<file path="src/rtl/core/sri_pkg.sv">
`timescale 1ns / 1ps

package sri_pkg;

  localparam int RADIX_W = 11;
  localparam int VAL_W   = 10;
  localparam int IDX_W   = 10;

  localparam int PERM_DEPTH_DEF = 1024;
  localparam int INDEX_BITS_DEF = 31;
  localparam int FRAC_BITS_DEF  = 32;

  localparam logic [RADIX_W-1:0] RADIX_RESET = RADIX_W'(2);
  localparam logic [RADIX_W-1:0] RADIX_MIN   = RADIX_W'(2);

  localparam logic MODE_LOAD    = 1'b0;
  localparam logic MODE_COMPUTE = 1'b1;

endpackage

</file>
<file path="src/rtl/core/sri_divider.sv">
`timescale 1ns / 1ps

module sri_divider #(
  parameter int DW  = 43,
  parameter int DCW = $clog2(DW + 1)
) (
  input  logic                        clk_i,
  input  logic                        rst_ni,
  input  logic                        start_i,
  input  logic [DCW-1:0]              len_i,
  input  logic [DW-1:0]               dividend_i,
  input  logic [sri_pkg::RADIX_W-1:0] divisor_i,
  output logic                        busy_o,
  output logic                        done_o,
  output logic [DW-1:0]               quotient_o,
  output logic [sri_pkg::RADIX_W-1:0] remainder_o
);

  logic                        busy_q, busy_d;
  logic                        done_q, done_d;
  logic [DCW-1:0]              cnt_q, cnt_d;
  logic [DW-1:0]               work_q, work_d;
  logic [sri_pkg::RADIX_W-1:0] rem_q, rem_d;
  logic [sri_pkg::RADIX_W:0]   trial;
  logic                        ge;

  // One restoring step: the next dividend bit enters the partial remainder.
  assign trial = {rem_q, work_q[DW-1]};
  assign ge    = trial >= {1'b0, divisor_i};

  always_comb begin
    busy_d = busy_q;
    done_d = 1'b0;
    cnt_d  = cnt_q;
    work_d = work_q;
    rem_d  = rem_q;
    if (start_i) begin
      busy_d = 1'b1;
      cnt_d  = len_i;
      work_d = dividend_i;
      rem_d  = '0;
    end else if (busy_q) begin
      work_d = {work_q[DW-2:0], ge};
      rem_d  = ge ? sri_pkg::RADIX_W'(trial - {1'b0, divisor_i})
                  : sri_pkg::RADIX_W'(trial);
      cnt_d  = cnt_q - DCW'(1);
      if (cnt_q == DCW'(1)) begin
        busy_d = 1'b0;
        done_d = 1'b1;
      end
    end
  end

  always_ff @(posedge clk_i or negedge rst_ni) begin
    if (!rst_ni) begin
      busy_q <= 1'b0;
      done_q <= 1'b0;
      cnt_q  <= '0;
    end else begin
      busy_q <= busy_d;
      done_q <= done_d;
      cnt_q  <= cnt_d;
    end
  end

  always_ff @(posedge clk_i) begin
    work_q <= work_d;
    rem_q  <= rem_d;
  end

  assign busy_o      = busy_q;
  assign done_o      = done_q;
  assign quotient_o  = work_q;
  assign remainder_o = rem_q;

endmodule

</file>
<file path="config.mk">
export PLATFORM = sky130hd
export DESIGN_NAME = sri_divider
export DESIGN_NICKNAME = d
export VERILOG_FILES = /design/src/rtl/core/sri_pkg.sv /design/src/rtl/core/sri_divider.sv
export SDC_FILE = /design/constraint.sdc
export NUM_CORES = 1
export LEC_CHECK = 0
export BUFFER_PORTS_ARGS = -buffer_cell sky130_fd_sc_hd__buf_4
export CORE_ASPECT_RATIO = 1.4
export CORE_UTILIZATION = 54
export CTS_CLUSTER_DIAMETER = 50
export DETAILED_ROUTE_END_ITERATION = 12
export PLACE_DENSITY = 0.87
export SLEW_MARGIN = 20
export SYNTH_ARGS = -nofsm -noshare
export SYNTH_HDL_FRONTEND = slang
export SYNTH_SLANG_ARGS = --single-unit
</file>
<file path="constraint.sdc">
create_clock -name clk_i -period 3.9 [get_ports clk_i]
set_input_delay 0.78 -clock clk_i [delete_from_list [all_inputs] [get_ports clk_i]]
set_output_delay 0.78 -clock clk_i [all_outputs]
set_load 0.03 [all_outputs]
</file>
==> summary.md <==
| Metric | Value |
|---|---|
| Clock tree from TritonCTS | `done` |
| Fillers | `396` |
| Pint | `1.65 mW` |
| GRT Residual Overflow | `0` |
| Pwr Density | `just over 600 mW/mm^2` |
| Final Cycle Share | `76.2%` |
| Worst Setup End Kind | `flop` |
| Top delay family on crit path | `compound AO/OA/AOI/OAI gates` |
| Total number of H-tree levels | `3` |
| ANT cells | `0` |
| Clock period minus worst slack | `slightly below 3 ns` |
| Total I/O pin count | `119` |
| Final Setup Violations | `0` |
| Initial antenna violation count | `0` |
| Tot GR Track Use | `25.5%` |
| Die Ht | `94.3 um` |
| Worst Path Max Fanout | `10` |
| Initial Utilization | `approximately 56%` |
| Clk pwr share | `between 20 and 25%` |
| Clk slew on worst S/H paths | `0.07 ns` |
| Synth Cell Area | `0.00329 mm^2` |
| Max_slew headroom | `a little over three fifths` |
| Number of global-route vias before repair | `2724` |
| Number of synthesized flops with an enable pin | `43` |
| Ys flop type | `edfxtp_1` |
| Synth area leaders | `edfxtp_1, mux2_2, dfxtp_1` |
| Final Hold Fails | `0` |
| Post-CTS Setup Inserts | `0` |
| DR iter-0 viols | `132` |
| Worst path buffer plus inverter count | `2` |
| Hold_buf cts | `0` |
| Reg2Reg Capture Point | `remainder_o[3]` |
| Setup_tns | `0 ns` |
| Pin count of the biggest net entering global routing | `44` |
| Layout Nets | `between 400 and 500` |
| CP max-delay cell | `o21ai_2` |
| Root Buffer | `clkbuf_8` |
| Wire per inst | `16.8 um` |
| Post-synth top area share | `39.3%` |
| Crit path DAT | `approximately 3.2 ns` |
| Number of synthesized register bits | `62` |
| Die width | `just under 70 um` |
| Distinct cells, synth | `50` |
| Die footprint | `0.00641 mm^2` |
| DR vias | `2621` |
| Pre-antenna DRT Iters | `4` |
| R2R cell count | `10` |
| RSZ-0062 raised after global routing | `false` |
| Max Slew Vio Count | `0` |
| Sink Count | `62` |
| CP Launch Type | `input pin` |
| Run status | `finished clean` |
| Core Util, Final | `75.4%` |
| Final Skew | `0.00898 ns` |
| Post-detail-place hpwl | `5.51 mm` |
| Most common cell after layout, fill and taps aside | `buf_4` |
| Warning count from the yosys run | `0` |
| Fmax | `0.336 GHz` |
| Post-route ant nets | `0` |
| Register area share after synthesis | `52.1%` |
| Crit-path cells | `buf_4 -> ha_1 -> fa_1 -> nor2b_1 -> o31a_1 -> o21ai_2 -> o21ai_2 -> buf_4 -> mux2i_1 -> a211oi_1` |
| Placer Congestion | `0.816` |
| Drc violations | `0` |
| Share of cells above drive strength 1 | `around 47%` |
| Logic gate share of total power | `44.1%` |
| Global-route wire length before repair | `11.9 mm` |
| FF-to-FF Start | `quotient_o[42]` |
| Core ar. | `a little under 0.006 mm^2` |
| Critical path type | `in2reg` |
| Mapped Nets | `350` |
| Hold Path Class | `in2async` |
| Post-Route WL | `between 7 and 8 mm` |
| Worst vdd ir | `0.377 mV` |
| Synth Area per Inst | `12.0 um^2` |
| DR vias/cell | `5.59` |
| Layout area overhead | `34.4%` |
| Post_cts resized | `0` |
| Worst-Skew Late Latency | `0.34 ns` |
| Post-Syn Instances | `273` |
| CTS max path bufs | `2` |
| Switching Fraction | `a little under two fifths` |
| Critical path's largest stage delay | `0.46 ns` |
| P_leak | `1.94 nW` |
| Port bufs | `between 100 and 150` |
| Row Count | `33` |
| Crit path required time | `4.10 ns` |
| Worst-margin pin slew | `0.564 ns` |
| FF-to-FF setup slack | `between 1 and 1.5 ns` |
| Net load switching power | `1.02 mW` |
| Reg power frac | `35.5%` |
| Max-cap viol count | `0` |
| FFs w/ async S/R, synth | `12.9%` |
| Cts bufs inserted | `9` |
| Most frequent cells in the layout | `buf_4, mux2_2, edfxtp_1, nor2_1, inv_1` |
| Cell accounting for the most synthesized area | `edfxtp_1` |
-- sequential cells by signal (all words and copies together) (netlist names) --
name,count
remainder_o,11
done_o,1
cnt_q,6
quotient_o,43
busy_o,1
-- power by group through the flow --
stage               clock (mW)  combinational, mW  sequential, mW
CTS                      0.550               1.18           0.949
global placement             0               1.13           0.955
global route             0.576               1.27           0.964
detailed placement           0               1.16           0.958
finish                   0.544               1.18           0.950
floorplan                    0              0.610            1.16
-- cell families (layout without fill, tap and decap cells) --
family / after synthesis / count (layout) / share of synthesized area (%)
and+or+nand+nor: 61 / 61 / 9.36
xor gates and xnor gates: 10 / 10 / 2.66
adders and majority gates: 14 / 14 / 5.56
DFF: 62 / 62 / 52.1
buffers and inverters: 30 / 156 / 3.77
muxes: 50 / 50 / 17.0
AOI/OAI and AO/OA: 46 / 46 / 9.59
-- routing by layer --
metal | track usage, % | up-vias | part of all wire [%]
li1 | - | 1246 | -
met1 | 26.6 | 1247 | 38
met2 | 43.6 | 113 | 52
met3 | 10.0 | 15 | 8.1
met4 | 12.0 | 0 | 1.9
met5 | 0 | - | 0
-- synthesized netlist by cell type (7+ instances only) --
cell,count
a211oi_1,7
clkbuf_1,8
dfrtp_1,8
dfxtp_1,11
edfxtp_1,43
ha_1,13
inv_1,17
mux2_2,43
nand2_1,16
nor2_1,20
o21ai_0,15
xnor2_1,9
-- worst max path at each step --
stage	from	end	depth (start not counted)
after floorplan	divisor_i[10]	quotient_o[0]	8
after global placement	divisor_i[0]	remainder_o[3]	10
after detailed placement	divisor_i[0]	remainder_o[4]	10
after CTS	divisor_i[0]	remainder_o[3]	10
after global routing	divisor_i[0]	remainder_o[3]	10
final	divisor_i[0]	remainder_o[3]	10
-- final cells by class --
class                      count  area [um^2]  share of cell area, %
clock buffer                  12          135                   3.06
clock inverter                 4         47.5                   1.08
inverter                      18         67.6                   1.53
multi-input combinational    181         1450                   32.9
sequential                    62         1710                   38.7
tap                           70         87.6                   1.98
timing repair buffer         122          916                   20.7
-- stage by stage --
step	std cells	hold WS [ns]	instance area [um^2]	setup WS, ns	total power, mW
after global placement	453	0.504	4240	0.865	2.09
after detailed placement	453	0.514	4240	0.758	2.12
after global routing	469	0.232	4420	0.816	2.81
final	469	0.239	4420	0.927	2.67
after CTS	469	0.234	4420	0.943	2.68
after floorplan	273	0.484	3290	1.23	1.77
Note: power is estimated with default switching activity, not from simulation.
